### config.mk
export PLATFORM = sky130hd
export DESIGN_NAME = dedup_fifo_move_to_end_core
export DESIGN_NICKNAME = d
export VERILOG_FILES = /design/src/sv/dfm_pkg.sv /design/src/sv/dfm_ram.sv /design/src/sv/dfm_seq.sv /design/src/sv/dedup_fifo_move_to_end_core.sv
export SDC_FILE = /design/constraint.sdc
export NUM_CORES = 1
export LEC_CHECK = 0
export ABC_CLOCK_PERIOD_IN_PS = 8800
export BUFFER_PORTS_ARGS = -buffer_cell sky130_fd_sc_hd__buf_2
export CAP_MARGIN = 20
export CORE_MARGIN = 2
export CORE_UTILIZATION = 55
export CTS_BUF_LIST = sky130_fd_sc_hd__clkbuf_8 sky130_fd_sc_hd__clkbuf_16
export DETAILED_ROUTE_END_ITERATION = 7
export GPL_ROUTABILITY_DRIVEN = 0
export GPL_TIMING_DRIVEN = 0
export PLACE_DENSITY_LB_ADDON = 0.3
export REMOVE_ABC_BUFFERS = 1
export SLEW_MARGIN = 20
export SYNTH_ARGS = -nofsm -noshare
export SYNTH_HDL_FRONTEND = slang
export SYNTH_HIERARCHICAL = 1
export SYNTH_SLANG_ARGS = --single-unit
### constraint.sdc
create_clock -name clk -period 8.8 [get_ports clk]
set_input_delay 2.64 -clock clk [delete_from_list [all_inputs] [get_ports clk]]
set_output_delay 2.64 -clock clk [all_outputs]
set_load 0.02 [all_outputs]
### src/sv/dfm_pkg.sv
// ----------------------------------------------------------------------------
// dfm_pkg: shared types and constants for the duplicate-free FIFO
// Status codes, operation codes, sequencer states and response bundle.
// ----------------------------------------------------------------------------
package dfm_pkg;

	localparam int DEPTH_DEF      = 16;
	localparam int ITEM_WIDTH_DEF = 8;
	localparam int OCC_W          = 5;
	localparam int STATUS_W       = 3;

	localparam logic FUNC_PUT = 1'b0;
	localparam logic FUNC_GET = 1'b1;

	typedef enum logic [STATUS_W-1:0] {
		ST_APPENDED = 3'd0,
		ST_MOVED    = 3'd1,
		ST_GET_OK   = 3'd2,
		ST_EMPTY    = 3'd3,
		ST_FULL     = 3'd4
	} status_t;

	typedef enum logic [2:0] {
		S_IDLE,
		S_GET,
		S_SCAN,
		S_DONE
	} seq_state_t;

	typedef struct packed {
		status_t          status;
		logic [OCC_W-1:0] occ;
	} resp_t;

endpackage

### src/sv/dfm_ram.sv
// ----------------------------------------------------------------------------
// dfm_ram: item storage
// One write port, one read port with registered read data.
// ----------------------------------------------------------------------------
module dfm_ram #(
	parameter int DEPTH      = 16,
	parameter int ITEM_WIDTH = 8,
	parameter int AW         = $clog2(DEPTH)
) (
	input  logic                  clk,
	input  logic                  we,
	input  logic [AW-1:0]         waddr,
	input  logic [ITEM_WIDTH-1:0] wdata,
	input  logic [AW-1:0]         raddr,
	output logic [ITEM_WIDTH-1:0] rdata
);

	logic [ITEM_WIDTH-1:0] mem [DEPTH];
	logic [ITEM_WIDTH-1:0] rd_data_q;

	always_ff @(posedge clk) begin
		if (we) begin
			mem[waddr] <= wdata;
		end
	end

	always_ff @(posedge clk) begin
		rd_data_q <= mem[raddr];
	end

	assign rdata = rd_data_q;

endmodule

### src/sv/dfm_seq.sv
// ----------------------------------------------------------------------------
// dfm_seq: sequencer with the shared item comparator
// Scans the ring one entry per cycle, closes the gap behind a match and
// writes the new tail; a get pops the head slot.
// ----------------------------------------------------------------------------
module dfm_seq
	import dfm_pkg::*;
#(
	parameter int DEPTH      = DEPTH_DEF,
	parameter int ITEM_WIDTH = ITEM_WIDTH_DEF,
	parameter int AW         = $clog2(DEPTH),
	parameter int CW         = $clog2(DEPTH + 1)
) (
	input  logic                  clk,
	input  logic                  arst_n,
	input  logic                  in_valid,
	output logic                  in_ready,
	input  logic                  func,
	input  logic [ITEM_WIDTH-1:0] item,
	output logic                  ram_we,
	output logic [AW-1:0]         ram_waddr,
	output logic [ITEM_WIDTH-1:0] ram_wdata,
	output logic [AW-1:0]         ram_raddr,
	input  logic [ITEM_WIDTH-1:0] ram_rdata,
	output logic                  res_valid,
	input  logic                  res_take,
	output logic [ITEM_WIDTH-1:0] res_item,
	output resp_t                 res
);

	seq_state_t            state_q, state_d;
	logic [AW-1:0]         head_q, head_d;
	logic [CW-1:0]         count_q, count_d;
	logic [CW-1:0]         rd_idx_q, rd_idx_d;
	logic                  cmp_vld_q, cmp_vld_d;
	logic                  found_q, found_d;
	logic [AW-1:0]         cmp_idx_q, cmp_idx_d;
	logic [ITEM_WIDTH-1:0] item_q, item_d;
	logic [ITEM_WIDTH-1:0] res_item_q, res_item_d;
	status_t               res_status_q, res_status_d;

	// ring address: base plus offset, wrapped once
	function automatic logic [AW-1:0] phys(input logic [AW-1:0] base,
			input logic [AW-1:0] off);
		logic [AW:0] sum;
		sum = {1'b0, base} + {1'b0, off};
		if (sum >= (AW + 1)'(DEPTH)) begin
			sum = sum - (AW + 1)'(DEPTH);
		end
		return sum[AW-1:0];
	endfunction

	always_ff @(posedge clk or negedge arst_n) begin
		if (!arst_n) begin
			state_q   <= S_IDLE;
			head_q    <= '0;
			count_q   <= '0;
			rd_idx_q  <= '0;
			cmp_vld_q <= 1'b0;
			found_q   <= 1'b0;
		end else begin
			state_q   <= state_d;
			head_q    <= head_d;
			count_q   <= count_d;
			rd_idx_q  <= rd_idx_d;
			cmp_vld_q <= cmp_vld_d;
			found_q   <= found_d;
		end
	end

	always_ff @(posedge clk) begin
		cmp_idx_q    <= cmp_idx_d;
		item_q       <= item_d;
		res_item_q   <= res_item_d;
		res_status_q <= res_status_d;
	end

	always_comb begin
		state_d      = state_q;
		head_d       = head_q;
		count_d      = count_q;
		rd_idx_d     = rd_idx_q;
		cmp_vld_d    = cmp_vld_q;
		found_d      = found_q;
		cmp_idx_d    = cmp_idx_q;
		item_d       = item_q;
		res_item_d   = res_item_q;
		res_status_d = res_status_q;
		in_ready     = 1'b0;
		ram_we       = 1'b0;
		ram_waddr    = head_q;
		ram_wdata    = item_q;
		ram_raddr    = head_q;
		res_valid    = 1'b0;

		case (state_q)
			S_IDLE: begin
				in_ready = 1'b1;
				if (in_valid) begin
					item_d = item;
					if (func == FUNC_GET) begin
						if (count_q == '0) begin
							res_item_d   = '0;
							res_status_d = ST_EMPTY;
							state_d      = S_DONE;
						end else begin
							state_d = S_GET;
						end
					end else begin
						rd_idx_d  = '0;
						cmp_vld_d = 1'b0;
						found_d   = 1'b0;
						state_d   = S_SCAN;
					end
				end
			end
			S_GET: begin
				// head read was issued in the accept cycle
				res_item_d   = ram_rdata;
				res_status_d = ST_GET_OK;
				head_d       = phys(head_q, AW'(1));
				count_d      = count_q - CW'(1);
				state_d      = S_DONE;
			end
			S_SCAN: begin
				if (rd_idx_q < count_q) begin
					ram_raddr = phys(head_q, AW'(rd_idx_q));
					rd_idx_d  = rd_idx_q + CW'(1);
					cmp_vld_d = 1'b1;
					cmp_idx_d = AW'(rd_idx_q);
				end else begin
					cmp_vld_d = 1'b0;
				end
				if (cmp_vld_q) begin
					if (found_q) begin
						// shift entry down over the gap
						ram_we    = 1'b1;
						ram_waddr = phys(head_q, cmp_idx_q - AW'(1));
						ram_wdata = ram_rdata;
					end else if (ram_rdata == item_q) begin
						found_d = 1'b1;
					end
				end else if (rd_idx_q >= count_q) begin
					res_item_d = '0;
					state_d    = S_DONE;
					if (found_q) begin
						ram_we       = 1'b1;
						ram_waddr    = phys(head_q, AW'(count_q - CW'(1)));
						res_status_d = ST_MOVED;
					end else if (count_q == CW'(DEPTH)) begin
						res_status_d = ST_FULL;
					end else begin
						ram_we       = 1'b1;
						ram_waddr    = phys(head_q, AW'(count_q));
						count_d      = count_q + CW'(1);
						res_status_d = ST_APPENDED;
					end
				end
			end
			S_DONE: begin
				res_valid = 1'b1;
				if (res_take) begin
					state_d = S_IDLE;
				end
			end
			default: begin
				state_d = S_IDLE;
			end
		endcase
	end

	assign res_item   = res_item_q;
	assign res.status = res_status_q;
	assign res.occ    = OCC_W'(count_q);

endmodule

### src/sv/dedup_fifo_move_to_end_core.sv
// ----------------------------------------------------------------------------
// dedup_fifo_move_to_end_core: FIFO of items that never holds duplicates
// A put of a held item moves it to the tail; a new item is appended.
// ----------------------------------------------------------------------------
// Operation: a get reads the head slot; a put scans every held entry, one
//   per cycle, through the single read port of the item RAM.
// Throughput: one operation at a time; in_ready is high only while idle.
// Reset: arst_n clears occupancy, head pointer, sequencer and output valid;
//   RAM contents are not cleared and are read only after being written.
// ----------------------------------------------------------------------------
module dedup_fifo_move_to_end_core
	import dfm_pkg::*;
#(
	parameter int DEPTH      = DEPTH_DEF,
	parameter int ITEM_WIDTH = ITEM_WIDTH_DEF
) (
	input  logic                  clk,
	input  logic                  arst_n,
	input  logic                  in_valid,
	output logic                  in_ready,
	input  logic                  func,
	input  logic [ITEM_WIDTH-1:0] item,
	output logic                  out_valid,
	input  logic                  out_ready,
	output logic [ITEM_WIDTH-1:0] got_item,
	output logic [STATUS_W-1:0]   status,
	output logic [OCC_W-1:0]      occupancy
);

	localparam int AW = $clog2(DEPTH);
	localparam int CW = $clog2(DEPTH + 1);

	logic                  ram_we;
	logic [AW-1:0]         ram_waddr;
	logic [ITEM_WIDTH-1:0] ram_wdata;
	logic [AW-1:0]         ram_raddr;
	logic [ITEM_WIDTH-1:0] ram_rdata;
	logic                  res_valid;
	logic                  res_take;
	logic [ITEM_WIDTH-1:0] res_item;
	resp_t                 res;

	logic                  out_valid_q;
	logic [ITEM_WIDTH-1:0] got_item_q;
	logic [STATUS_W-1:0]   status_q;
	logic [OCC_W-1:0]      occ_q;

	// Storage: ring buffer of DEPTH slots, addressed relative to the head.
	dfm_ram #(
		.DEPTH      (DEPTH),
		.ITEM_WIDTH (ITEM_WIDTH),
		.AW         (AW)
	) u_ram (
		.clk   (clk),
		.we    (ram_we),
		.waddr (ram_waddr),
		.wdata (ram_wdata),
		.raddr (ram_raddr),
		.rdata (ram_rdata)
	);

	// Sequencer: owns head and occupancy, runs the compare/compact scan.
	dfm_seq #(
		.DEPTH      (DEPTH),
		.ITEM_WIDTH (ITEM_WIDTH),
		.AW         (AW),
		.CW         (CW)
	) u_seq (
		.clk       (clk),
		.arst_n    (arst_n),
		.in_valid  (in_valid),
		.in_ready  (in_ready),
		.func      (func),
		.item      (item),
		.ram_we    (ram_we),
		.ram_waddr (ram_waddr),
		.ram_wdata (ram_wdata),
		.ram_raddr (ram_raddr),
		.ram_rdata (ram_rdata),
		.res_valid (res_valid),
		.res_take  (res_take),
		.res_item  (res_item),
		.res       (res)
	);

	// Output register: take a new result whenever the slot is empty or
	// being drained in this cycle; otherwise hold the sequencer in its
	// done state until the consumer frees the slot.
	assign res_take = !out_valid_q || out_ready;

	always_ff @(posedge clk or negedge arst_n) begin
		if (!arst_n) begin
			out_valid_q <= 1'b0;
		end else if (res_valid && res_take) begin
			out_valid_q <= 1'b1;
		end else if (out_ready) begin
			out_valid_q <= 1'b0;
		end
	end

	// Load payload together with valid; no reset needed.
	always_ff @(posedge clk) begin
		if (res_valid && res_take) begin
			got_item_q <= res_item;
			status_q   <= res.status;
			occ_q      <= res.occ;
		end
	end

	assign out_valid = out_valid_q;
	assign got_item  = got_item_q;
	assign status    = status_q;
	assign occupancy = occ_q;

endmodule

==> results of run 1 <==
-- through the flow --
step                      std cells  total power [mW]  instance area, sq um
after global routing            764              3.74                  9530
final                           764              3.52                  9530
after CTS                       764              3.53                  9520
after detailed placement        732              2.75                  8930
after global placement          728              2.68                  8830
after floorplan                 510              2.36                  8450
-- where the power goes --
part | switching (mW) | internal [mW]
registers | 0.126 | 1.19
logic | 0.814 | 0.633
clock network | 0.354 | 0.404
-- cell usage in the layout (no fill, tap or decap), types with 8 or more instances in the layout --
master / n
edfxtp_1: 167
nand2_1: 33
buf_2: 30
ha_1: 29
nor2_1: 28
inv_1: 25
dfrtp_1: 19
xnor2_1: 19
mux4_2: 18
clkbuf_16: 17
a22oi_1: 17
mux4_1: 14
xor2_1: 13
o21ai_0: 13
and2_1: 10
a21oi_1: 10
mux2_2: 9
dfxtp_1: 8
-- synthesized netlist by cell type (4+ instances only) --
cell type	instances	share of area, %
nand2b_1	4	0.29
inv_1	24	1.1
a21o_1	4	0.35
nor2_1	28	1.2
nand3_1	7	0.41
and2_1	10	0.73
nand4_1	6	0.44
nor3_1	7	0.41
dfrtp_1	19	5.6
mux2i_1	5	0.58
edfxtp_1	167	59
o21ai_0	13	0.76
fa_1	4	0.94
a22oi_1	17	1.5
mux4_2	18	4.7
xor2_1	13	1.3
mux4_1	14	4.3
dfxtp_1	8	1.9
nand2_1	33	1.4
buf_2	6	0.35
ha_1	29	4.2
a21oi_1	11	0.64
mux2_2	10	1.3
xnor2_1	19	1.9
-- worst paths after layout --
path,from,end,cells past startpoint
max,u_seq/state_q[0],in_ready,3
min,u_seq/res_item[4],got_item[4],0
max reg2reg,u_seq/count_q[1],u_ram/mem[5][7],9
min reg2reg,u_seq/res_item[4],got_item[4],0
max in group asynchronous,arst_n,u_seq/state_q[0],1
min in group asynchronous,arst_n,u_seq/rd_idx_q[1],1
-- cell families after synthesis --
logic type	count (synthesis)	synth area share, %
simple gates	111	6.44
mux	47	10.9
xor+xnor	32	3.27
flops	194	66.0
buf+inv	42	2.45
fa+ha+maj	33	5.17
compound gates	68	5.76
-- registers in the layout, indices dropped and copies added, names as in the netlist --
signal and cells:
u_ram/mem 128, u_seq/rd_idx_q 5, u_seq/item_q 8, occupancy 5, got_item 8, status 3, u_seq/res_item 8, u_seq/state_q 2
u_seq/res_status_q 3, u_seq/cmp_vld_q 1, u_seq/found_q 1, u_seq/head_q 4, u_seq/cmp_idx_q 4, u_seq/count_q 5, out_valid 1, u_ram/rdata 8
-- worst max-delay path: cells and delay by family (launching register included) --
kind	cells	cell delay, ns
flip-flops	1	0.43
buffers and inverters	2	0.38
adder cells (fa/ha/maj)	1	0.36
-- area by class of cell --
class,count,area share (%)
clock inverter,15,1.79
multi-input combinational,291,28.8
timing repair buffer,34,2.18
sequential,194,59.3
clock buffer,17,4.47
tap,188,2.47
inverter,25,0.985
-- per-layer routing --
| metal | vias to the layer above | routed length [microns] |
|---|---|---|
| met1 | 2333 | 7070 |
| met2 | 148 | 7930 |
| met3 | 28 | 839 |
| li1 | 2101 | - |
| met5 | - | 0 |
| met4 | 0 | 339 |
==> metrics.md, run 1 <==
| Metric | Value |
|---|---|
| Outcome | `completed` |
| Wire per inst | `21.2 microns` |
| Via-to-Cell Ratio | `6.03` |
| Reg2reg setup slack | `4.63 ns` |
| Chip Width | `129 microns` |
| Area of the multi-input gates | `2740 sq um` |
| Min Tclk post-route | `4.23 ns` |
| P per Cell Area | `370 nW/um^2` |
| Wire length of the first global-routing pass | `25400 microns` |
| Seq. cell area | `5650 sq um` |
| First-pass DRT Iterations | `5` |
| Clk sinks | `194` |
| Post-synthesis sequential area ratio | `66.0%` |
| Fmax | `237 MHz` |
| Worst-Skew Late Latency | `0.43 ns` |
| Nets | `609` |
| Setup repair after global routing missed its margin | `no` |
| Postcts setup bufs | `0` |
| Setup TNS | `0 ns` |
| CP Cell Sequence | `inv_1 > ha_1 > buf_2` |
| Final Util | `62.7%` |
| Startpoint types | `register` |
| Final setup viols | `0` |
| Gr ovfl total | `0` |
| Pins over their slew limit | `0` |
| # fillers | `1040` |
| Number of max-cap violations | `0` |
| Area Overhead vs Synth | `11.2%` |
| Port Buf Inserts | `30` |
| CTS max path bufs | `2` |
| GR peak layer | `met2` |
| # hold bufs at CTS | `0` |
| Pre-CTS worst setup slack | `4.59 ns` |
| Crit. End Element | `output pin` |
| Routing usage on met2 | `33.1%` |
| Initial drt markers | `446` |
| Die Span Y | `129 microns` |
| Initial antenna violation count | `0` |
| Ant diodes | `0` |
| Synth unique cells | `58` |
| Mapped cell area | `8560 sq um` |
| Tightest Hold Check Type | `register to register` |
| Synthesis warning total | `6` |
| Total Wirelength | `16200 microns` |
| Largest net degree at the start of global routing | `33` |
| Post-synth top flop | `edfxtp_1` |
| Vias in the first global route | `4566` |
| Worst setup margin | `4.57 ns` |
| Slowest-stage cell, CP | `dfrtp_1` |
| M1 GR Usage | `28.5%` |
| Actual slew at the worst max-slew pin | `1.01 ns` |
| Inserted Clock Buffers | `17` |
| Met3 Track Usage GR | `4.78%` |
| Die area | `16600 sq um` |
| Leakage | `3.44 nW` |
| Initial Utilization | `56.3%` |
| Residual DRC | `0` |
| Detail Route Antenna Nets | `0` |
| Clk slew on worst S/H paths | `0.07 ns` |
| Final Cycle Share | `48.0%` |
| Via count | `4610` |
| Crit path max fanout | `8` |
| CTS Root Cell | `clkbuf_16` |
| Fraction of layout cells with a size suffix above 1 | `19.4%` |
| CP max stage delay | `0.43 ns` |
| Data required, critical path | `6.16 ns` |
| Core Box Area | `15200 sq um` |
| Syn Area/Cell | `16.3 sq um` |
| WS Path Type | `register to output pin` |
| Cells after Synth | `527` |
| Number of flops mapped to enable cells by yosys | `167` |
| Data arrival, critical path | `1.59 ns` |
| Max-slew headroom | `32.7%` |
| Max H-tree Level | `4` |
| Ys async rst share | `9.79%` |
| Hold Vio Cnt, Final | `0` |
| FP Rows | `45` |
| CTS tree | `yes` |
| Worst hold slack | `0.419 ns` |
| Boundary Pins | `31` |
| GRT Total Usage | `21.0%` |
| Clk_skew | `0.0110 ns` |
| VDD IR max | `0.211 mV` |
| Post-DP HPWL | `10700 microns` |
| Yosys reg bits | `194` |
| Post-CTS sizing | `0` |
Power figures use the tool's default switching activity.
==> run 2, diff against run 1 <==
--- a/config.mk
+++ b/config.mk
@@ -5,7 +5,7 @@
 export SDC_FILE = /design/constraint.sdc
 export NUM_CORES = 1
 export LEC_CHECK = 0
-export ABC_CLOCK_PERIOD_IN_PS = 8800
+export ABC_CLOCK_PERIOD_IN_PS = 4200
 export BUFFER_PORTS_ARGS = -buffer_cell sky130_fd_sc_hd__buf_2
 export CAP_MARGIN = 20
 export CORE_MARGIN = 2
==> constraint.sdc (replaced) <==
create_clock -name clk -period 4.2 [get_ports clk]
set_input_delay 1.26 -clock clk [delete_from_list [all_inputs] [get_ports clk]]
set_output_delay 1.26 -clock clk [all_outputs]
set_load 0.02 [all_outputs]
==> metrics.md, run 2 (same netlist as run 1, synthesis figures left out) <==
| Metric | Value |
|---|---|
| DP Area | `8930 sq um (unchanged)` |
| VDD IR max | `0.445 mV (+110%)` |
| Inserted Clock Buffers | `17 (unchanged)` |
| Reg-to-reg startpoint | `u_seq/state_q[0]` |
| Pre-CTS worst setup slack | `-0.00933 ns (-4.60 ns)` |
| Fmax | `253 MHz` |
| CTS Root Cell | `clkbuf_16` |
| Worst-Skew Late Latency | `0.44 ns (about the same)` |
| Number of max-cap violations | `0 (unchanged)` |
| Family with the most delay on the worst path | `simple AND/OR/NAND/NOR gates` |
| Min Tclk post-route | `3.95 ns` |
| Wire length of the first global-routing pass | `25400 microns (+0.22%)` |
| Cell count after placement | `732 (unchanged)` |
| Crit path max fanout | `12 (+4)` |
| Largest net degree at the start of global routing | `33 (unchanged)` |
| Largest Register | `u_ram/mem` |
| Outcome | `completed` |
| GRT Total Usage | `21.0% (+0.027 points)` |
| CP Depth | `8 (+5)` |
| Commonest non-fill, non-tap cells in the layout | `167 x edfxtp_1, 33 x nand2_1, 30 x buf_2` |
| CP Cell Sequence | `inv_1 > ha_1 > inv_2 > nor2_2 > nand2_1 > o21ai_0 > or3b_2 > nor2_1` |
| Gr ovfl total | `0 (unchanged)` |
| Reg2reg setup slack | `0.25 ns (-4.38 ns)` |
| Die Span Y | `129 microns (unchanged)` |
| Crit. End Element | `register` |
| Hold Path End | `got_item[4]` |
| Setup repair after global routing missed its margin | `no` |
| Die area | `16600 sq um (unchanged)` |
| Data required, critical path | `4.27 ns (-1.89 ns)` |
| Worst hold slack | `0.420 ns (+0.00143 ns)` |
| First-pass DRT Iterations | `5 (unchanged)` |
| # hold bufs at CTS | `0 (unchanged)` |
| Post-route cell area | `9530 sq um (about the same)` |
| Vias in the first global route | `4572 (+0.13%)` |
| Chip Width | `129 microns (unchanged)` |
| HP Start | `u_seq/res_item[4]` |
| Initial Utilization | `56.3% (unchanged)` |
| P per Cell Area | `775 nW/um^2 (+110%)` |
| Initial antenna violation count | `0 (unchanged)` |
| Startpoint types | `register` |
| Wire per inst | `21.2 microns (about the same)` |
| RR Endpoint | `u_ram/mem[2][4]` |
| Boundary Pins | `31 (unchanged)` |
| Detail Route Antenna Nets | `0 (unchanged)` |
| Hold depth | `0 (unchanged)` |
| FP Rows | `45 (unchanged)` |
| Max H-tree Level | `4 (unchanged)` |
| WS Path Type | `register to register` |
| Max FFs per register | `128 (unchanged)` |
| CP max stage delay | `0.68 ns (+0.25 ns)` |
| Ant diodes | `0 (unchanged)` |
| Port Buf Inserts | `30 (unchanged)` |
| Actual slew at the worst max-slew pin | `0.990 ns (-0.0159 ns)` |
| Worst R2R Path Depth | `8 (-1)` |
| Max-slew headroom | `33.8% (+1.1 points)` |
| CTS tree | `yes` |
| Area Overhead vs Synth | `11.3% (about the same)` |
| Commonest non-fill, non-tap cell in the layout | `edfxtp_1` |
| # fillers | `1040 (unchanged)` |
| Clk_skew | `0.0113 ns (+0.000318 ns)` |
| Worst setup margin | `0.250 ns (-4.32 ns)` |
| Tightest Hold Check Type | `register to register` |
| Data arrival, critical path | `4.02 ns (+2.43 ns)` |
| Hold Vio Cnt, Final | `0 (unchanged)` |
| Core Box Area | `15200 sq um (unchanged)` |
| PnR Total Power | `7.39 mW (+110%)` |
| Slowest-stage cell, CP | `nor2_1` |
| Initial drt markers | `411 (-7.8%)` |
| Residual DRC | `0 (unchanged)` |
| Via count | `4628 (+0.39%)` |
| Final Cycle Share | `94.0%` |
| Nets | `609 (unchanged)` |
| Via-to-Cell Ratio | `6.06 (+0.39%)` |
| CTS max path bufs | `2 (unchanged)` |
| Clk sinks | `194 (unchanged)` |
| Buf+Inv Stages, Crit Path | `2 (unchanged)` |
| Fraction of layout cells with a size suffix above 1 | `19.6% (+0.17 points)` |
| Pins over their slew limit | `0 (unchanged)` |
| Postcts setup bufs | `0 (unchanged)` |
| Final setup viols | `0 (unchanged)` |
| Clk slew on worst S/H paths | `0.07 ns (about the same)` |
| Post-Layout Cell Count | `764 (unchanged)` |
| Leakage | `3.44 nW (about the same)` |
| Total Wirelength | `16200 microns (about the same)` |
| Post-DP HPWL | `10700 microns (unchanged)` |
==> run 2: changes by cell type in the layout (fill, tap and decap cells not counted) <==
cell / previous run / this run
o21ai_0: 13 / 11
nor2_2: 2 / 3
nor2_1: 28 / 27
o21ai_1: 1 / 3
==> run 2: layout make-up <==
class                   instances  area (sq um)  share of cell area [%]
flip-flops and latches        194          5650                    59.3
multi-input cells             291          2750                    28.8
repair buffers                 34           208                    2.18
clock buffers                  17           425                    4.46
well taps                     188           235                    2.47
clock inverters                15           170                    1.79
inverters                      25          93.8                   0.985
==> run 2: worst max-delay path by stage <==
stage,from,endpoint,slack (ns)
4_1_cts,u_seq/count_q[1],u_ram/mem[3][7],0.1
2_1_floorplan,u_seq/count_q[2],u_ram/rdata[0],0.39
3_3_place_gp,u_seq/state_q[0],u_ram/rdata[2],-1.25
3_5_place_dp,u_seq/state_q[0],u_ram/rdata[5],-0.009
6_report,u_seq/state_q[0],u_ram/mem[2][4],0.25
5_1_grt,u_seq/state_q[0],u_ram/mem[3][6],0.01
==> run 2: where the power goes <==
group,switching [mW],leakage [nW],internal [mW]
clock network,0.744,0.293,0.846
registers,0.264,1.83,2.50
logic,1.70,1.32,1.33
==> run 2: metal layers <==
metal,wire (microns),vias to the layer above,share of wire [%],track usage [%]
li1,-,2104,-,-
met1,7010,2322,43,28.7
met2,7850,168,49,33.0
met3,948,34,5.9,4.78
met4,372,0,2.3,8.63
met5,0,-,0,0
==> run 2: through the flow <==
| step | setup TNS [ns] | util, % |
|---|---|---|
| final | 0 | 62.7 |
| after global routing | 0 | 62.7 |
| after CTS | 0 | 62.7 |
| after detailed placement | -0.00933 | 58.7 |
| after global placement | -10.82 | 58.1 |
| after floorplan | 0 | - |
==> run 2: repair_timing <==
action / CTS / global route
resized for setup: 1 / 3
setup endpoints to repair: 2 / 96
pin swaps: 0 / 0
==> run 3, diff against run 2 <==
--- a/config.mk
+++ b/config.mk
@@ -8,8 +8,9 @@
 export ABC_CLOCK_PERIOD_IN_PS = 4200
 export BUFFER_PORTS_ARGS = -buffer_cell sky130_fd_sc_hd__buf_2
 export CAP_MARGIN = 20
-export CORE_MARGIN = 2
-export CORE_UTILIZATION = 55
+export CELL_PAD_IN_SITES_DETAIL_PLACEMENT = 1
+export CELL_PAD_IN_SITES_GLOBAL_PLACEMENT = 1
+export CORE_UTILIZATION = 53
 export CTS_BUF_LIST = sky130_fd_sc_hd__clkbuf_8 sky130_fd_sc_hd__clkbuf_16
 export DETAILED_ROUTE_END_ITERATION = 7
 export GPL_ROUTABILITY_DRIVEN = 0
==> metrics.md, run 3 (same netlist as run 1, synthesis figures left out) <==
| Metric | Value |
|---|---|
| Die Span Y | `129 microns (+0.26%)` |
| Vias in the first global route | `4976 (+8.8%)` |
| Largest Register | `u_ram/mem` |
| Startpoint types | `register` |
| Wire per inst | `23.4 microns (+11%)` |
| Via-to-Cell Ratio | `5.84 (-3.5%)` |
| Via count | `4663 (+0.76%)` |
| Min Tclk post-route | `4.09 ns (+0.138 ns)` |
| Initial Utilization | `54.1% (-2.2 points)` |
| Commonest non-fill, non-tap cell in the layout | `edfxtp_1` |
| Fmax | `245 MHz (-3.4%)` |
| Chip Width | `129 microns (+0.26%)` |
| PnR Total Power | `7.75 mW (+4.9%)` |
| Worst-Skew Late Latency | `0.44 ns (about the same)` |
| Fraction of layout cells with a size suffix above 1 | `22.2% (+2.5 points)` |
| Hold Vio Cnt, Final | `0 (unchanged)` |
| CTS Root Cell | `clkbuf_16` |
| Initial drt markers | `342 (-17%)` |
| CTS tree | `yes` |
| Ant diodes | `0 (unchanged)` |
| Initial antenna violation count | `0 (unchanged)` |
| Max-slew headroom | `41.9% (+8.1 points)` |
| Die area | `16700 sq um (+0.52%)` |
| Tightest Hold Check Type | `register to register` |
| Number of max-cap violations | `0 (unchanged)` |
| Core Box Area | `15800 sq um (+4.1%)` |
| Residual DRC | `0 (unchanged)` |
| Actual slew at the worst max-slew pin | `0.867 ns (-0.123 ns)` |
| Crit. End Element | `register` |
| Outcome | `completed` |
| Data required, critical path | `4.27 ns (about the same)` |
| P per Cell Area | `801 nW/um^2 (+3.3%)` |
| First-pass DRT Iterations | `4 (-1)` |
| CTS max path bufs | `2 (unchanged)` |
| Commonest non-fill, non-tap cells in the layout | `167 x edfxtp_1, 33 x nand2_1, 31 x buf_2` |
| Crit path max fanout | `12 (unchanged)` |
| Setup TNS | `0 ns (unchanged)` |
| Boundary Pins | `31 (unchanged)` |
| Post-DP HPWL | `12800 microns (+19%)` |
| Max H-tree Level | `4 (unchanged)` |
| Area Overhead vs Synth | `13.0%` |
| Setup repair after global routing missed its margin | `yes` |
| Pins over their slew limit | `0 (unchanged)` |
| Final setup viols | `0 (unchanged)` |
| Final Cycle Share | `97.3% (+3.3 points)` |
| Data arrival, critical path | `4.16 ns (+0.14 ns)` |
| Largest net degree at the start of global routing | `21 (-36%)` |
| FP Rows | `46 (+2.2%)` |
| Wire length of the first global-routing pass | `28900 microns (+14%)` |
| Max FFs per register | `128 (unchanged)` |
| GRT Total Usage | `24.5% (+3.5 points)` |
| Leakage | `3.48 nW (+1.1%)` |
| Port Buf Inserts | `30 (unchanged)` |
| Inserted Clock Buffers | `17 (unchanged)` |
| # hold bufs at CTS | `0 (unchanged)` |
| Total Wirelength | `18700 microns (+16%)` |
| Detail Route Antenna Nets | `0 (unchanged)` |
| Clk slew on worst S/H paths | `0.07 ns (about the same)` |
| Nets | `615 (+0.99%)` |
| Clk sinks | `194 (unchanged)` |
| WS Path Type | `register to register` |
| VDD IR max | `0.388 mV (-13%)` |
| Gr ovfl total | `0 (unchanged)` |
| Reg2reg setup slack | `0.11 ns (-0.14 ns)` |
| Clk_skew | `0.0120 ns (+0.000697 ns)` |
[run 3: cell type report]
cell class	count	area (sq um)
Fill cell	1425	6150
Sequential cell	194	5650
Multi-Input combinational cell	291	2760
Clock buffer	17	425
Timing Repair Buffer	40	290
Tap cell	216	270
Clock inverter	15	190
Inverter	25	93.8
[run 3: what timing repair did]
item / in CTS / in global routing
gates cloned: 0 / 0
setup endpoints to repair: 75 / 83
gates resized for setup: 4 / 8
setup buffers: 0 / 4
[run 3: final timing paths]
kind / startpoint / endpoint / depth (start not counted)
worst max register to register: u_seq/state_q[0] / u_ram/mem[0][4] / 8
worst max-delay path: u_seq/state_q[0] / u_ram/mem[0][4] / 8
max in group asynchronous: arst_n / u_seq/cmp_vld_q / 1
worst min-delay path: u_seq/res_item[6] / got_item[6] / 0
min in group asynchronous: arst_n / u_seq/count_q[0] / 1
worst min register to register: u_seq/res_item[6] / got_item[6] / 0
[run 3: per-stage QoR]
stage / util (%) / instances / hold slack (ns) / area, sq um / setup WS (ns)
floorplan: - / 510 / 0.400 / 8450 / 0.390
global placement: 56.0 / 756 / 0.402 / 8870 / -1.45
detailed placement: 56.8 / 762 / 0.406 / 9000 / -0.0665
CTS: 60.8 / 794 / 0.423 / 9620 / -0.0762
global route: 61.2 / 798 / 0.429 / 9680 / -0.120
finish: 61.2 / 798 / 0.422 / 9680 / 0.113
[run 3: report_power, final]
part	leakage, nW	switching, mW	internal, mW
clock	0.293	0.783	0.859
sequential	1.83	0.289	2.50
combinational	1.36	1.88	1.44
[run 3: per-layer routing]
metal / share of wire [%] / track usage [%] / up-vias / routed length [microns]
li1: - / - / 2117 / -
met1: 42 / 31.7 / 2387 / 7900
met5: 0 / 0 / - / 0
met2: 51 / 41.2 / 135 / 9590
met4: 1.7 / 8.72 / 0 / 320
met3: 4.7 / 4.95 / 24 / 884
[run 3: critical path, stage by stage, from the launching register on]
cell	delay, ns
dfrtp_1	0.44
inv_1	0.16
ha_1	0.55
inv_2	0.26
nor2_2	0.37
nand2_1	0.37
o21ai_0	0.31
or3b_2	0.57
nor3_2	0.69
